==> src/hdl/jsu_pkg.sv <==
// ----------------------------------------------------------------------------
// jsu_pkg
// Shared types, codes and helper functions for the JSON string unescaper.
// ----------------------------------------------------------------------------
`default_nettype none

package jsu_pkg;

    // Decoder phases
    typedef enum logic [3:0] {
        PH_AWAIT   = 4'd0,
        PH_STR     = 4'd1,
        PH_ESC     = 4'd2,
        PH_HEX_HI  = 4'd3,
        PH_WANT_BS = 4'd4,
        PH_WANT_U  = 4'd5,
        PH_HEX_LO  = 4'd6,
        PH_IDLE    = 4'd7
    } phase_t;

    // Result kinds
    typedef enum logic [1:0] {
        KIND_BYTE = 2'd0,
        KIND_DONE = 2'd1,
        KIND_ERR  = 2'd2
    } kind_t;

    // Error codes
    typedef enum logic [2:0] {
        ERR_CTRL  = 3'd0,
        ERR_ESC   = 3'd1,
        ERR_HEX   = 3'd2,
        ERR_SURR  = 3'd3,
        ERR_END   = 3'd4,
        ERR_QUOTE = 3'd5
    } err_t;

    // Source characters
    localparam logic [7:0] CH_SPACE = 8'h20;
    localparam logic [7:0] CH_TAB   = 8'h09;
    localparam logic [7:0] CH_LF    = 8'h0A;
    localparam logic [7:0] CH_CR    = 8'h0D;
    localparam logic [7:0] CH_QUOTE = 8'h22;
    localparam logic [7:0] CH_BSL   = 8'h5C;
    localparam logic [7:0] CH_SLASH = 8'h2F;
    localparam logic [7:0] CH_B     = 8'h62;
    localparam logic [7:0] CH_F     = 8'h66;
    localparam logic [7:0] CH_N     = 8'h6E;
    localparam logic [7:0] CH_R     = 8'h72;
    localparam logic [7:0] CH_T     = 8'h74;
    localparam logic [7:0] CH_U     = 8'h75;
    localparam logic [7:0] CH_BS    = 8'h08;
    localparam logic [7:0] CH_FF    = 8'h0C;

    // Top six bits of a high and a low surrogate
    localparam logic [5:0] SURR_HI_TAG = 6'b110110;
    localparam logic [5:0] SURR_LO_TAG = 6'b110111;
    // 0x10000 >> 10, added to the high surrogate bits
    localparam logic [10:0] SUPP_BASE  = 11'd64;

    localparam int MAX_RES    = 4;
    localparam int RES_CW     = $clog2(MAX_RES + 1);
    localparam int FIFO_DEPTH = 8;
    localparam int FIFO_AW    = $clog2(FIFO_DEPTH);
    localparam int FIFO_CW    = $clog2(FIFO_DEPTH + 1);

    typedef struct packed {
        phase_t      phase;
        logic [15:0] hex_acc;
        logic [9:0]  high_surr;
        logic [1:0]  digit_count;
    } dec_state_t;

    typedef struct packed {
        kind_t       kind;
        logic [7:0]  data;
        err_t        err;
        logic        last;
    } res_t;

    typedef struct packed {
        logic [2:0]      len;
        logic [3:0][7:0] bytes;   // bytes[0] goes out first
    } utf8_t;

    // {valid, digit value}
    function automatic logic [4:0] hex_value(input logic [7:0] c);
        logic [4:0] r;
        r = 5'd0;
        if (c >= 8'h30 && c <= 8'h39)
        begin
            r = {1'b1, c[3:0]};
        end
        else if ((c >= 8'h61 && c <= 8'h66) || (c >= 8'h41 && c <= 8'h46))
        begin
            r = {1'b1, c[3:0] + 4'd9};
        end
        return r;
    endfunction

    function automatic utf8_t utf8_encode(input logic [20:0] code);
        utf8_t u;
        u.bytes = '0;
        if (code < 21'h80)
        begin
            u.len      = 3'd1;
            u.bytes[0] = code[7:0];
        end
        else if (code < 21'h800)
        begin
            u.len      = 3'd2;
            u.bytes[0] = {3'b110, code[10:6]};
            u.bytes[1] = {2'b10, code[5:0]};
        end
        else if (code < 21'h10000)
        begin
            u.len      = 3'd3;
            u.bytes[0] = {4'b1110, code[15:12]};
            u.bytes[1] = {2'b10, code[11:6]};
            u.bytes[2] = {2'b10, code[5:0]};
        end
        else
        begin
            u.len      = 3'd4;
            u.bytes[0] = {5'b11110, code[20:18]};
            u.bytes[1] = {2'b10, code[17:12]};
            u.bytes[2] = {2'b10, code[11:6]};
            u.bytes[3] = {2'b10, code[5:0]};
        end
        return u;
    endfunction

endpackage

`default_nettype wire

==> src/hdl/jsu_decode.sv <==
// ----------------------------------------------------------------------------
// jsu_decode
// Next-state and result logic for one source byte of the unescaper.
// ----------------------------------------------------------------------------
`default_nettype none

module jsu_decode (
    input  wire jsu_pkg::dec_state_t                   cur,
    input  wire logic [7:0]                            data_byte,
    input  wire logic                                  starts_string,
    input  wire logic                                  source_ended,
    input  wire logic                                  discard_output,
    output jsu_pkg::dec_state_t                        nxt,
    output logic [jsu_pkg::RES_CW-1:0]                 res_count,
    output jsu_pkg::res_t [jsu_pkg::MAX_RES-1:0]       res
);

    jsu_pkg::dec_state_t st;
    logic [4:0]          hex;
    logic [15:0]         acc_new;
    logic                dig_done;
    logic [20:0]         code_sel;
    jsu_pkg::utf8_t      enc;
    logic                one_v;
    jsu_pkg::kind_t      one_kind;
    logic [7:0]          one_byte;
    jsu_pkg::err_t       one_err;
    logic                enc_v;

    always_comb
    begin
        st = cur;
        if (starts_string)
        begin
            st.phase       = jsu_pkg::PH_AWAIT;
            st.hex_acc     = '0;
            st.high_surr   = '0;
            st.digit_count = '0;
        end

        hex      = jsu_pkg::hex_value(data_byte);
        acc_new  = {st.hex_acc[11:0], hex[3:0]};
        dig_done = (st.digit_count == 2'd3);
        if (st.phase == jsu_pkg::PH_HEX_LO)
        begin
            code_sel = {{1'b0, st.high_surr} + jsu_pkg::SUPP_BASE, acc_new[9:0]};
        end
        else
        begin
            code_sel = {5'd0, acc_new};
        end
        enc = jsu_pkg::utf8_encode(code_sel);

        nxt      = st;
        one_v    = 1'b0;
        one_kind = jsu_pkg::KIND_BYTE;
        one_byte = 8'd0;
        one_err  = jsu_pkg::ERR_CTRL;
        enc_v    = 1'b0;

        if (source_ended)
        begin
            if (st.phase == jsu_pkg::PH_AWAIT)
            begin
                one_v     = 1'b1;
                one_kind  = jsu_pkg::KIND_ERR;
                one_err   = jsu_pkg::ERR_QUOTE;
                nxt.phase = jsu_pkg::PH_IDLE;
            end
            else if (st.phase != jsu_pkg::PH_IDLE)
            begin
                one_v     = 1'b1;
                one_kind  = jsu_pkg::KIND_ERR;
                one_err   = jsu_pkg::ERR_END;
                nxt.phase = jsu_pkg::PH_IDLE;
            end
        end
        else
        begin
            case (st.phase)
                jsu_pkg::PH_AWAIT:
                begin
                    if (data_byte == jsu_pkg::CH_QUOTE)
                    begin
                        nxt.phase = jsu_pkg::PH_STR;
                    end
                    else if (data_byte != jsu_pkg::CH_SPACE && data_byte != jsu_pkg::CH_TAB
                             && data_byte != jsu_pkg::CH_LF && data_byte != jsu_pkg::CH_CR)
                    begin
                        one_v     = 1'b1;
                        one_kind  = jsu_pkg::KIND_ERR;
                        one_err   = jsu_pkg::ERR_QUOTE;
                        nxt.phase = jsu_pkg::PH_IDLE;
                    end
                end
                jsu_pkg::PH_STR:
                begin
                    one_v = 1'b1;
                    if (data_byte == jsu_pkg::CH_QUOTE)
                    begin
                        one_kind  = jsu_pkg::KIND_DONE;
                        nxt.phase = jsu_pkg::PH_IDLE;
                    end
                    else if (data_byte < jsu_pkg::CH_SPACE)
                    begin
                        one_kind  = jsu_pkg::KIND_ERR;
                        one_err   = jsu_pkg::ERR_CTRL;
                        nxt.phase = jsu_pkg::PH_IDLE;
                    end
                    else if (data_byte == jsu_pkg::CH_BSL)
                    begin
                        one_v     = 1'b0;
                        nxt.phase = jsu_pkg::PH_ESC;
                    end
                    else
                    begin
                        one_byte = data_byte;
                    end
                end
                jsu_pkg::PH_ESC:
                begin
                    nxt.phase = jsu_pkg::PH_STR;
                    one_v     = 1'b1;
                    case (data_byte)
                        jsu_pkg::CH_QUOTE: one_byte = jsu_pkg::CH_QUOTE;
                        jsu_pkg::CH_BSL:   one_byte = jsu_pkg::CH_BSL;
                        jsu_pkg::CH_SLASH: one_byte = jsu_pkg::CH_SLASH;
                        jsu_pkg::CH_B:     one_byte = jsu_pkg::CH_BS;
                        jsu_pkg::CH_F:     one_byte = jsu_pkg::CH_FF;
                        jsu_pkg::CH_N:     one_byte = jsu_pkg::CH_LF;
                        jsu_pkg::CH_R:     one_byte = jsu_pkg::CH_CR;
                        jsu_pkg::CH_T:     one_byte = jsu_pkg::CH_TAB;
                        jsu_pkg::CH_U:
                        begin
                            one_v           = 1'b0;
                            nxt.hex_acc     = '0;
                            nxt.digit_count = '0;
                            nxt.phase       = jsu_pkg::PH_HEX_HI;
                        end
                        default:
                        begin
                            one_kind  = jsu_pkg::KIND_ERR;
                            one_err   = jsu_pkg::ERR_ESC;
                            nxt.phase = jsu_pkg::PH_IDLE;
                        end
                    endcase
                end
                jsu_pkg::PH_HEX_HI, jsu_pkg::PH_HEX_LO:
                begin
                    if (!hex[4])
                    begin
                        one_v     = 1'b1;
                        one_kind  = jsu_pkg::KIND_ERR;
                        one_err   = jsu_pkg::ERR_HEX;
                        nxt.phase = jsu_pkg::PH_IDLE;
                    end
                    else
                    begin
                        nxt.hex_acc     = acc_new;
                        nxt.digit_count = st.digit_count + 2'd1;
                        if (dig_done)
                        begin
                            if (st.phase == jsu_pkg::PH_HEX_HI
                                && acc_new[15:10] == jsu_pkg::SURR_HI_TAG)
                            begin
                                nxt.high_surr = acc_new[9:0];
                                nxt.phase     = jsu_pkg::PH_WANT_BS;
                            end
                            else if ((st.phase == jsu_pkg::PH_HEX_HI)
                                     == (acc_new[15:10] == jsu_pkg::SURR_LO_TAG))
                            begin
                                // lone low surrogate, or second half not a low one
                                one_v     = 1'b1;
                                one_kind  = jsu_pkg::KIND_ERR;
                                one_err   = jsu_pkg::ERR_SURR;
                                nxt.phase = jsu_pkg::PH_IDLE;
                            end
                            else
                            begin
                                enc_v     = 1'b1;
                                nxt.phase = jsu_pkg::PH_STR;
                            end
                        end
                    end
                end
                jsu_pkg::PH_WANT_BS:
                begin
                    if (data_byte == jsu_pkg::CH_BSL)
                    begin
                        nxt.phase = jsu_pkg::PH_WANT_U;
                    end
                    else
                    begin
                        one_v     = 1'b1;
                        one_kind  = jsu_pkg::KIND_ERR;
                        one_err   = jsu_pkg::ERR_SURR;
                        nxt.phase = jsu_pkg::PH_IDLE;
                    end
                end
                jsu_pkg::PH_WANT_U:
                begin
                    if (data_byte == jsu_pkg::CH_U)
                    begin
                        nxt.hex_acc     = '0;
                        nxt.digit_count = '0;
                        nxt.phase       = jsu_pkg::PH_HEX_LO;
                    end
                    else
                    begin
                        one_v     = 1'b1;
                        one_kind  = jsu_pkg::KIND_ERR;
                        one_err   = jsu_pkg::ERR_SURR;
                        nxt.phase = jsu_pkg::PH_IDLE;
                    end
                end
                default:
                begin
                    nxt = st;
                end
            endcase
        end

        // assemble the result list
        res_count = '0;
        for (int i = 0; i < jsu_pkg::MAX_RES; i++)
        begin
            res[i].kind = jsu_pkg::KIND_BYTE;
            res[i].data = enc.bytes[i];
            res[i].err  = jsu_pkg::ERR_CTRL;
            res[i].last = 1'b0;
        end
        if (enc_v && !discard_output)
        begin
            res_count = enc.len;
        end
        else if (one_v && (one_kind != jsu_pkg::KIND_BYTE || !discard_output))
        begin
            res_count   = (jsu_pkg::RES_CW)'(1);
            res[0].kind = one_kind;
            res[0].data = one_byte;
            res[0].err  = one_err;
        end
        for (int i = 0; i < jsu_pkg::MAX_RES; i++)
        begin
            res[i].last = (res_count == (jsu_pkg::RES_CW)'(i + 1));
        end
    end

endmodule

`default_nettype wire

==> src/hdl/jsu_res_fifo.sv <==
// ----------------------------------------------------------------------------
// jsu_res_fifo
// Result queue: takes up to four results a cycle, hands out one a cycle.
// ----------------------------------------------------------------------------
`default_nettype none

module jsu_res_fifo (
    input  wire logic                                  clk,
    input  wire logic                                  rst_n,
    input  wire logic                                  wr_en,
    input  wire logic [jsu_pkg::RES_CW-1:0]            wr_count,
    input  wire jsu_pkg::res_t [jsu_pkg::MAX_RES-1:0]  wr_data,
    input  wire logic                                  rd_en,
    output jsu_pkg::res_t                              rd_data,
    output logic                                       not_empty,
    output logic                                       room,
    output logic [jsu_pkg::FIFO_CW-1:0]                count
);

    jsu_pkg::res_t                    mem [jsu_pkg::FIFO_DEPTH];
    logic [jsu_pkg::FIFO_AW-1:0]      wr_ptr_reg;
    logic [jsu_pkg::FIFO_AW-1:0]      wr_ptr_next;
    logic [jsu_pkg::FIFO_AW-1:0]      rd_ptr_reg;
    logic [jsu_pkg::FIFO_AW-1:0]      rd_ptr_next;
    logic [jsu_pkg::FIFO_CW-1:0]      count_reg;
    logic [jsu_pkg::FIFO_CW-1:0]      count_next;
    logic [jsu_pkg::RES_CW-1:0]       n_wr;

    always_comb
    begin
        n_wr        = wr_en ? wr_count : '0;
        wr_ptr_next = wr_ptr_reg + (jsu_pkg::FIFO_AW)'(n_wr);
        rd_ptr_next = rd_ptr_reg + (jsu_pkg::FIFO_AW)'(rd_en);
        count_next  = count_reg + (jsu_pkg::FIFO_CW)'(n_wr) - (jsu_pkg::FIFO_CW)'(rd_en);
    end

    always_ff @(posedge clk or negedge rst_n)
    begin
        if (!rst_n)
        begin
            wr_ptr_reg <= '0;
            rd_ptr_reg <= '0;
            count_reg  <= '0;
        end
        else
        begin
            wr_ptr_reg <= wr_ptr_next;
            rd_ptr_reg <= rd_ptr_next;
            count_reg  <= count_next;
        end
    end

    always_ff @(posedge clk)
    begin
        for (int i = 0; i < jsu_pkg::MAX_RES; i++)
        begin
            if (wr_en && (i < wr_count))
            begin
                mem[wr_ptr_reg + (jsu_pkg::FIFO_AW)'(i)] <= wr_data[i];
            end
        end
    end

    assign rd_data   = mem[rd_ptr_reg];
    assign not_empty = (count_reg != '0);
    assign room      = (count_reg <= (jsu_pkg::FIFO_CW)'(jsu_pkg::FIFO_DEPTH - jsu_pkg::MAX_RES));
    assign count     = count_reg;

endmodule

`default_nettype wire

==> src/hdl/json_string_unescape_utf8_unit.sv <==
// ----------------------------------------------------------------------------
// json_string_unescape_utf8_unit
// JSON string unescaper: source bytes in, UTF-8 bytes and status words out.
// ----------------------------------------------------------------------------
// Path: a source word waits in the input register stage until the result queue
//   has room; its results are then written to the queue and offered from there.
// Throughput: one source word per cycle while the 8-entry result queue has four or
//   more free slots; results leave at one per cycle while m_tready is high, so a
//   \u escape that yields 2 to 4 bytes can fill the queue and hold the input.
// Reset (rst_n, async, active low): decoder awaits the opening quote, queue
//   empty, discard_output cleared.
// ----------------------------------------------------------------------------
`default_nettype none

module json_string_unescape_utf8_unit (
    input  wire logic        clk,
    input  wire logic        rst_n,
    // configuration: discard_output
    input  wire logic        cfg_wen,
    input  wire logic        cfg_wdata,
    // source side
    input  wire logic        s_tvalid,
    output logic             s_tready,
    input  wire logic [7:0]  s_tdata,   // [7:0] data_byte
    input  wire logic [1:0]  s_tuser,   // [0] starts_string, [1] source_ended
    // result side
    output logic             m_tvalid,
    input  wire logic        m_tready,
    output logic [15:0]      m_tdata,   // [7:0] out_byte, [10:8] error_code, rest zero
    output logic [1:0]       m_tuser,   // [1:0] kind
    output logic             m_tlast    // last result caused by one source word
);

    // Configuration register
    logic discard_reg;

    // Input register stage
    logic       in_valid_reg;
    logic [7:0] in_byte_reg;
    logic       in_starts_reg;
    logic       in_ended_reg;

    // Decoder state
    jsu_pkg::dec_state_t state_reg;
    jsu_pkg::dec_state_t state_next;

    logic                                  drain;
    logic [jsu_pkg::RES_CW-1:0]            dec_count;
    jsu_pkg::res_t [jsu_pkg::MAX_RES-1:0]  dec_res;
    jsu_pkg::res_t                         head;
    logic                                  fifo_room;
    logic [jsu_pkg::FIFO_CW-1:0]           fifo_count;

    // Advance the held word once the queue can take a full four-byte burst
    assign drain    = in_valid_reg && fifo_room;
    assign s_tready = !in_valid_reg || drain;

    always_ff @(posedge clk or negedge rst_n)
    begin
        if (!rst_n)
        begin
            discard_reg <= 1'b0;
        end
        else if (cfg_wen)
        begin
            discard_reg <= cfg_wdata;
        end
    end

    always_ff @(posedge clk or negedge rst_n)
    begin
        if (!rst_n)
        begin
            in_valid_reg <= 1'b0;
        end
        else if (s_tready)
        begin
            in_valid_reg <= s_tvalid;
        end
    end

    // Payload: no reset needed
    always_ff @(posedge clk)
    begin
        if (s_tvalid && s_tready)
        begin
            in_byte_reg   <= s_tdata;
            in_starts_reg <= s_tuser[0];
            in_ended_reg  <= s_tuser[1];
        end
    end

    always_ff @(posedge clk or negedge rst_n)
    begin
        if (!rst_n)
        begin
            state_reg.phase       <= jsu_pkg::PH_AWAIT;
            state_reg.hex_acc     <= '0;
            state_reg.high_surr   <= '0;
            state_reg.digit_count <= '0;
        end
        else if (drain)
        begin
            state_reg <= state_next;
        end
    end

    jsu_decode u_decode (
        .cur            (state_reg),
        .data_byte      (in_byte_reg),
        .starts_string  (in_starts_reg),
        .source_ended   (in_ended_reg),
        .discard_output (discard_reg),
        .nxt            (state_next),
        .res_count      (dec_count),
        .res            (dec_res)
    );

    jsu_res_fifo u_res_fifo (
        .clk       (clk),
        .rst_n     (rst_n),
        .wr_en     (drain),
        .wr_count  (dec_count),
        .wr_data   (dec_res),
        .rd_en     (m_tvalid && m_tready),
        .rd_data   (head),
        .not_empty (m_tvalid),
        .room      (fifo_room),
        .count     (fifo_count)
    );

    assign m_tdata = {5'd0, head.err, head.data};
    assign m_tuser = head.kind;
    assign m_tlast = head.last;

    // Queue never overfills
    a_fifo_bound: assert property (@(posedge clk) disable iff (!rst_n)
        fifo_count <= (jsu_pkg::FIFO_CW)'(jsu_pkg::FIFO_DEPTH))
        else $error("result queue overflow");

    // An idle decoder stays silent until a new string starts
    a_idle_silent: assert property (@(posedge clk) disable iff (!rst_n)
        (drain && state_reg.phase == jsu_pkg::PH_IDLE && !in_starts_reg) |-> dec_count == '0)
        else $error("results produced while idle");

    // A stalled input always means a word is held in the input stage
    a_stall_held: assert property (@(posedge clk) disable iff (!rst_n)
        !s_tready |-> in_valid_reg)
        else $error("input stalled with empty stage");

    // After a completion or error is written to the queue, the decoder has gone idle
    a_term_idle: assert property (@(posedge clk) disable iff (!rst_n)
        (drain && dec_count != '0
            && (dec_res[0].kind == jsu_pkg::KIND_ERR || dec_res[0].kind == jsu_pkg::KIND_DONE))
        |=> state_reg.phase == jsu_pkg::PH_IDLE)
        else $error("decoder not idle after terminal result");

endmodule

`default_nettype wire
==> config.mk <==
export PLATFORM = sky130hd
export DESIGN_NAME = json_string_unescape_utf8_unit
export DESIGN_NICKNAME = d
export VERILOG_FILES = /design/src/hdl/jsu_pkg.sv /design/src/hdl/jsu_decode.sv /design/src/hdl/jsu_res_fifo.sv /design/src/hdl/json_string_unescape_utf8_unit.sv
export SDC_FILE = /design/constraint.sdc
export NUM_CORES = 1
export LEC_CHECK = 0
export ABC_AREA = 1
export BUFFER_PORTS_ARGS = -buffer_cell sky130_fd_sc_hd__clkbuf_2
export CAP_MARGIN = 10
export CORE_AREA = 3 3 165 167
export DETAILED_ROUTE_END_ITERATION = 16
export DIE_AREA = 0 0 168 170
export GPL_ROUTABILITY_DRIVEN = 0
export PLACE_DENSITY = 0.68
export SYNTH_ARGS = -nofsm -noshare
export SYNTH_HDL_FRONTEND = slang
export SYNTH_SLANG_ARGS = --single-unit
==> constraint.sdc <==
create_clock -name clk -period 4.7 [get_ports clk]
set_input_delay 0.94 -clock clk [delete_from_list [all_inputs] [get_ports clk]]
set_output_delay 0.94 -clock clk [all_outputs]
set_load 0.005 [all_outputs]
**Yosys cells after proc, flatten, opt, wreduce, memory -nomap -nowiden**

Memory sizes are Yosys's and may differ from the RTL's.
Index checks and enable logic that the tools add are counted.

- Register bits: 54
- Bits in latches: 0
- Bits in writable memories: 112
- ROM bits: 0
- Word-level logic and storage cells: 199
- Memories: 1

Memories:

| memory | words | bits a word | read ports | clocked after Yosys merged registers in | write ports | line | source |
|---|---|---|---|---|---|---|---|
| u_res_fifo.mem | 8 | 14 | 1 | 0 | 4 | jsu_res_fifo.sv:20 | `jsu_pkg::res_t mem [jsu_pkg::FIFO_DEPTH];` |

- $add $sub $neg: 10
- $mul: 0
- Divide/modulo/power cells: 0
- Order comparisons: 15
- Equality and inequality tests: 28
- Shift operators: 0
- Multiplexer cells: 105
- Bitwise operators: 0
- Reductions and logical operators: 28

Operator list:

| operator | count |
|---|---|
| $eq 8x7->1 const B | 7 |
| $mux 28 | 2 |
| $pmux 7 s8 | 1 |
| $mux 16 | 3 |
| $mux 8 | 6 |
| $mux 3 | 15 |
| $mux 4 | 10 |
| $mux 2 | 19 |
| $mux 32 | 1 |
| $pmux 16 s2 | 1 |
| $mux 1 | 30 |
| $mux 10 | 3 |
| $mux 13 | 2 |
| $mux 24 | 1 |
| $ne 8x4->1 const B | 3 |
| $pmux 4 s6 | 1 |
| $mux 22 | 1 |
| $lt 21x12->1 const B | 1 |
| $lt 21x17->1 const B | 1 |
| $lt 21x8->1 const B | 1 |
| $mux 21 | 1 |
| $eq 8x6->1 const B | 2 |
| $ge 8x7->1 const B | 2 |
| $le 8x7->1 const B | 2 |
| 42 further kinds | 70 |

**Depth between registers and ports, before layout**

Gate-level depths: netlist of the first run.

- Depth in word-level cells: 18
- Gate-level depth with buffers: 21
- Gate-level depth less buffers: 20

**Modules after synthesis**

From an unflattened synthesis of the first run, not the netlist that was laid out.

- Cells, all modules: 2270
- Area total of the unflattened synthesis: 14516.4 um2

Modules (own cells, without submodules):

| module | instances | cells an instance | area an instance (um2) | seq. area each (um2) |
|---|---|---|---|---|
| jsu_res_fifo | 1 | 1575 | 10090.9 | 3613.5 |
| jsu_decode | 1 | 526 | 2628.8 | 0.0 |
| json_string_unescape_utf8_unit | 1 | 169 | 1796.7 | 1151.1 |

**Worst setup path before layout of the first run**

Ideal clock, no wire load.

- Path type: register to register
- From: reg in_byte_reg[0]
- To: reg u_res_fifo.wr_ptr_reg[2] in the netlist's numbering
- Data arrival time: 3005 ps
- Slack: 1561 ps
- Cell stages (with the launch flop): 18
- Buffers on the path: 0
- Clock period less this slack: 3139 ps
- Cell sequence: edfxtp_1 -> inv_1 -> ha_1 -> nand2_1 -> inv_1 -> nand2_1 -> nor3_2 -> nor2_1 -> nand3_4 -> nand3_2 -> nand2_4 -> nand2_1 -> a21oi_1 -> ha_1 -> inv_1 -> fa_1 -> xnor2_1 -> xor2_1

- Cells in the longest elaborated chain, start to end: 15

RTL lines:

| what | line | source |
|---|---|---|
| start, declared | json_string_unescape_utf8_unit.sv:39 | `logic [7:0] in_byte_reg;` |
| start signal, assigned | json_string_unescape_utf8_unit.sv:87 | `in_byte_reg <= s_tdata;` |
| parallel branches: the longest is 12 deep, another holds $lt 21x17->1 | n/a |  |
| $mux 3 * | jsu_decode.sv:232 | `if (enc_v && !discard_output)` |
| $mux 3 * | jsu_res_fifo.sv:31 | `n_wr = wr_en ? wr_count : '0;` |
| $add 3x3->3 * | jsu_res_fifo.sv:32 | `wr_ptr_next = wr_ptr_reg + (jsu_pkg::FIFO_AW)'(n_wr);` |
| named net u_res_fifo.wr_ptr_next, one bit | jsu_res_fifo.sv:22 | `logic [jsu_pkg::FIFO_AW-1:0] wr_ptr_next;` |
| end signal, assigned | jsu_res_fifo.sv:47 | `wr_ptr_reg <= wr_ptr_next;` |
| end, declared | jsu_res_fifo.sv:21 | `logic [jsu_pkg::FIFO_AW-1:0] wr_ptr_reg;` |

Mark *: on every way through the listed nets, which the timed path passes.
A chain may end at the register's enable or synchronous reset.

==> results.md, run 1 <==
- Worst setup EP type: flip-flop
- Routed len/inst: 20.33 um
- Area of placed instances: 0.01192 mm^2
- Largest family of logic cells by synthesized area: simple AND/OR/NAND/NOR gates
- Synth unique cells: 58
- Reg clk slew, reported paths: 0.07 ns
- Die height: 170 um
- Ys flop type: edfxtp_1
- Synth Cell Area: 0.01152 mm^2
- Largest stage delay, worst path: 0.48 ns
- Class of the most critical setup path: reg2reg
- I/O pin count: 37
- Worst setup path start: in_starts_reg
- Mux cell area share after synthesis: 0%
- Dominant cells by area after synthesis: edfxtp_1, nand2_1, dfrtp_1, dfxtp_1, a21oi_1
- Final core utilization: 48.26%
- Max_cap viols: 0
- Layout Nets: 1683
- Ys Warns: 0
- Antenna Nets Post-Route: 0
- Max-slew headroom: 13.52%
- Synth Area in Compound Gates: 21.12%
- Reg2reg start: in_starts_reg
- CTS root buffer: clkbuf_16
- Slowest CP cell: nor2_1
- Initial antenna violation count: 2
- Detailed Place HPWL: 29270 um
- Post-cts resize count: 0
- Fmax: 247.9 MHz
- Sink Count: 162
- Core box area: 0.02591 mm^2
- Routed wire length: 40580 um
- FFs w/ async S/R, synth: 24.69%
- Residual DRC: 0
- Worst Path Max Fanout: 27
- Filler cell count: 2561
- Drt pass-1 iters: 7
- Rows: 59
- Die Width: 168 um
- Most common cell in the netlist: nand2_1
- Most used cell, CP: nand2_1
- Max FFs per register: 112
- Post-Synth Simple-Gate Area: 30.30%
- Layout cell share with drive strength beyond 1: 11.93%
- Pleak: 5.429 nW
- Largest net degree at the start of global routing: 58
- Min Tclk post-route: 4.034 ns
- Grt total ovfl: 0
- Post-route clock skew: 0.02405 ns
- CP required: 4.80 ns
- CP Cell Sequence: inv_2 -> nand3_2 -> nor2_2 -> nand3_1 -> nand2_1 -> nor2_4 -> nand2_4 -> inv_2 -> nor3_4 -> nand2_1 -> nor2_1 -> nor2_1 -> nand2_1
- Htree depth: 4
- Slew @ Worst Pin: 1.292 ns
- Final worst-path cycle share: 85.83%
- 1st-iter DRT viols: 1919
- Via-per-instance ratio: 6.008
- Port bufs: 31
- First-pass GRT wire length: 63510 um
- Post-synth top area share: 19.29%
- Post-synth EDFFs: 74
- Area of the multi-input gates: 0.006281 mm^2
- DIE AREA: 0.02856 mm^2
- Mean Syn Cell Area: 7.051 um^2
- Hold Buf Count CTS: 0
- Clk_lat worst skew: 0.45 ns
- Area growth, synth to finish: 8.547%
- Yosys reg bits: 162
- Post-synthesis xor/xnor area fraction: 0.6082%
- Fin area: 0.01251 mm^2
- Hold WC Path Type: reg2reg
- Peak VDD IR: 0.4849 mV
- Vias in the first global route: 11200
- Adder-Cell Fraction of Synth Area: 2.302%
- Sequential area share after synthesis: 36.32%
- PwrDens: 587.4 mW/mm^2
- Via count: 11990
- Synth area leader: edfxtp_1
- Sequential Area: 0.004184 mm^2
- Count of final setup violators: 0
- RSZ-0062 raised after global routing: false
- CTS tree: built
- Setup Fix Bufs, Post-CTS: 0
- FF-to-FF setup slack: 0.67 ns
- Slew Limit Fails: 0
- Worst hold start: u_res_fifo.mem[5][10]
- CP startpoint kind: flip-flop
- Total GRT Usage: 28.38%
- Status: complete, no violations
- Commonest cells in the netlist: nand2_1, nor2_1, a21oi_1, inv_1, o21ai_0
- Cells after synthesis: 1634
- Initial Utilization: 44.46%
- Endpoints failing hold: 0
- Clk buf depth: 2
- CTS Buf Count: 17
- Worst EP arrival: 4.13 ns
- Post-route setup TNS: 0 ns
cell type report:
| cell class | count | area share, % |
|---|---|---|
| multi-input cells | 1225 | 50.23 |
| flip-flops and latches | 162 | 33.46 |
| inverters | 185 | 5.563 |
| clock buffers | 18 | 3.432 |
| well taps | 335 | 3.352 |
| repair buffers | 56 | 2.741 |
| clock inverters | 14 | 1.211 |
| diodes | 1 | 0.02001 |
cells in the final DEF (no fill, tap or decap), drive strengths merged, types with 2 or more instances in the layout:
| cell | instances |
|---|---|
| a21oi | 183 |
| a22oi | 7 |
| a31oi | 19 |
| and2 | 2 |
| buf | 25 |
| bufinv | 2 |
| clkbuf | 49 |
| clkinv | 10 |
| clkinvlp | 2 |
| conb | 5 |
| dfrtp | 40 |
| dfxtp | 48 |
| edfxtp | 74 |
| fa | 2 |
| ha | 18 |
| inv | 185 |
| nand2 | 376 |
| nand3 | 93 |
| nand3b | 4 |
| nand4 | 16 |
| nor2 | 248 |
| nor3 | 21 |
| o2111ai | 7 |
| o211ai | 12 |
| o21ai | 144 |
| o21bai | 20 |
| o221ai | 9 |
| o22ai | 18 |
| or2 | 4 |
| xnor2 | 4 |
| xor2 | 4 |
cell families after synthesis:
kind of cell | count (synthesis)
simple gates | 764
compound gates | 428
buf+inv | 251
flops | 162
fa+ha+maj | 20
xor+xnor | 8
other cells | 1
per-layer routing:
layer / part of all wire, % / track usage, %
met1: 40 / 38.14
met3: 13 / 8.246
met2: 42 / 42.06
met4: 5.0 / 13.80
met5: 0.032 / 0
metrics by stage:
| step | cells | hold WS, ns | worst slack [ns] | total power, W |
|---|---|---|---|---|
| floorplan | 1638 | 0.4364 | 1.561 | 0.004491 |
| global route | 1995 | 0.4831 | 0.3613 | 0.007769 |
| detailed placement | 1963 | 0.4527 | 0.7791 | 0.005777 |
| finish | 1996 | 0.4651 | 0.6661 | 0.007346 |
| CTS | 1995 | 0.4629 | 0.7277 | 0.007209 |
| global placement | 1963 | 0.4471 | 0.8976 | 0.005732 |
worst max-delay path, delay by kind of cell, from the launching register on:
family / cells / cell delay, ns
buffers and inverters: 2 / 0.46
and+or+nand+nor: 11 / 2.77
DFF: 1 / 0.44
worst paths after layout:
path | endpoint | cells after the start
max | u_res_fifo.mem[5][7] | 13
min | u_res_fifo.mem[5][10] | 2
max reg2reg | u_res_fifo.mem[5][7] | 13
min reg2reg | u_res_fifo.mem[5][10] | 2
max in group asynchronous | u_res_fifo.wr_ptr_reg[2] | 1
min in group asynchronous | state_reg[23] | 1
power breakdown:
part	switching (W)	internal [W]	leakage, nW
clock	0.000640	0.000791	0.279
sequential	0.000229	0.00183	1.58
combinational	0.00282	0.00104	3.57
total	0.00369	0.00366	5.43
No activity file was read; power rests on OpenSTA's default activity.
==> run 2: changes to the inputs <==
==> constraint.sdc (replaced) <==
create_clock -name clk -period 5.2 [get_ports clk]
set_input_delay 1.04 -clock clk [delete_from_list [all_inputs] [get_ports clk]]
set_output_delay 1.04 -clock clk [all_outputs]
set_load 0.005 [all_outputs]
==> run 2 against run 1 <==
  * Via count down 1.4%
  * Critical path depth up 3
  * Sequential share of layout area up 0.11 points
  * Fmax down 4.7%
  * Largest cell class unchanged
==> results.md, run 2 (same netlist as run 1, synthesis figures left out) <==
- Via-per-instance ratio: 5.942
- CTS root buffer: clkbuf_16
- Fin area: 0.01246 mm^2
- Layout Nets: 1678
- Post-route setup TNS: 0 ns
- Combinational power share: 52.3%
- Worst setup path start: in_starts_reg
- Status: complete, no violations
- CP startpoint kind: flip-flop
- Post-cts resize count: 0
- RSZ-0062 raised after global routing: false
- Rows: 59
- Largest net degree at the start of global routing: 57
- Slew Limit Fails: 0
- Residual DRC: 0
- Clk_lat worst skew: 0.45 ns
- Slew @ Worst Pin: 1.182 ns
- Commonest non-fill, non-tap cell in the layout: nand2_1
- I/O pin count: 37
- Min Tclk post-route: 4.231 ns
- Reg2reg start: in_starts_reg
- Via count: 11830
- Hold Buf Count CTS: 0
- Clock power share: 19.5%
- Initial Utilization: 44.46%
- FF-to-FF setup slack: 0.97 ns
- Antenna Nets Post-Route: 0
- Max-slew headroom: 20.15%
- Area growth, synth to finish: 8.189%
- Max FFs per register: 112
- Setup Fix Bufs, Post-CTS: 0
- 1st-iter DRT viols: 1592
- Finished Layout Cells: 1990
- Core box area: 0.02591 mm^2
- Sink Count: 162
- CP required: 5.32 ns
- Count of final setup violators: 0
- DIE AREA: 0.02856 mm^2
- CTS Buf Count: 17
- Cells after DPL: 1958
- Sw Share: 50.47%
- Initial antenna violation count: 1
- Port bufs: 31
- First-pass GRT wire length: 61780 um
- Sequential power share: 28.2%
- Worst hold start: u_res_fifo.mem[1][3]
- Reg clk slew, reported paths: 0.07 ns
- Clk buf depth: 2
- Commonest cells after routing, fill and taps aside: nand2_1, nor2_1, a21oi_1
- Htree depth: 4
- Hold WC Path Type: reg2reg
- Grt total ovfl: 0
- Detailed Place HPWL: 28490 um
- Layout cell share with drive strength beyond 1: 11.84%
- Fmax: 236.4 MHz
- Worst Path Max Fanout: 27
- Internal power: 0.003245 W
- Worst EP arrival: 4.35 ns
- Area of placed instances: 0.01189 mm^2
- Die height: 170 um
- Peak VDD IR: 0.3685 mV
- Die Width: 168 um
- ANT cells: 0
- Routed len/inst: 19.88 um
- Routed wire length: 39570 um
- Final worst-path cycle share: 81.36%
- Class of the most critical setup path: reg2reg
- Vias in the first global route: 10950
- Sw Pwr: 0.003308 W
- Drt pass-1 iters: 9
- Worst setup EP type: flip-flop
- Total GRT Usage: 27.47%
- Post-route clock skew: 0.01657 ns
- Pleak: 5.415 nW
- Max_cap viols: 0
- PwrDens: 525.7 mW/mm^2
- Endpoints failing hold: 0
- CTS tree: built
[run 2: changes by cell type in the layout (fill, tap and decap cells not counted), sizes merged]
cell      delta
clkinvlp     -2
bufinv       -2
diode        -1
clkinv       +2
inv          +1
buf          -5
clkbuf       +1
[run 2: power groups by stage]
stage | clock, W | combinational (W) | sequential (W)
after floorplan | 0 | 0.00226 | 0.00180
after global placement | 0 | 0.00328 | 0.00186
after detailed placement | 0 | 0.00331 | 0.00187
after CTS | 0.00128 | 0.00333 | 0.00184
after global routing | 0.00133 | 0.00372 | 0.00188
final | 0.00128 | 0.00343 | 0.00185
[run 2: area by class of cell]
class / instances / area, um^2
timing repair buffer: 51 / 305.3
multi-input combinational: 1225 / 6281
fill: 2529 / 13450
clock inverter: 13 / 115.1
inverter: 185 / 695.7
clock buffer: 19 / 464.2
tap: 335 / 419.2
sequential: 162 / 4184
[run 2: critical path: stages (launching register included)]
cell and delay, ns:
edfxtp_1 0.72, inv_2 0.40, nand3_2 0.15, nor2_2 0.41
nand3_1 0.21, nand2_1 0.16, nor2_4 0.06, nand2_4 0.21
inv_2 0.16, nand4_2 0.12, buf_4 0.22, nand2_4 0.23
nor2_4 0.30, inv_2 0.07, nand2_1 0.12, nor2_1 0.08
nand2_1 0.26
[run 2: routing by layer]
layer | wire, um | GRT usage, %
met1 | 15760 | 36.87
met2 | 16930 | 41.57
met3 | 4850 | 6.992
met4 | 2019 | 13.23
met5 | 13 | 0
[run 2: worst paths after layout]
check / to / depth (start not counted)
max: u_res_fifo.mem[3][8] / 16
min: u_res_fifo.mem[1][3] / 2
max reg2reg: u_res_fifo.mem[3][8] / 16
min reg2reg: u_res_fifo.mem[1][3] / 2
max in group asynchronous: u_res_fifo.wr_ptr_reg[1] / 1
min in group asynchronous: state_reg[1] / 1
[run 2: per-stage QoR]
step	hold slack (ns)	utilization [%]	total power [W]	setup slack, ns
global route	0.4797	48.10	0.006937	0.6511
floorplan	0.4364	-	0.004059	2.061
global placement	0.4449	45.87	0.005149	1.250
CTS	0.4625	48.10	0.006454	1.047
detailed placement	0.4523	45.87	0.005176	1.067
finish	0.4639	48.10	0.006553	0.9692
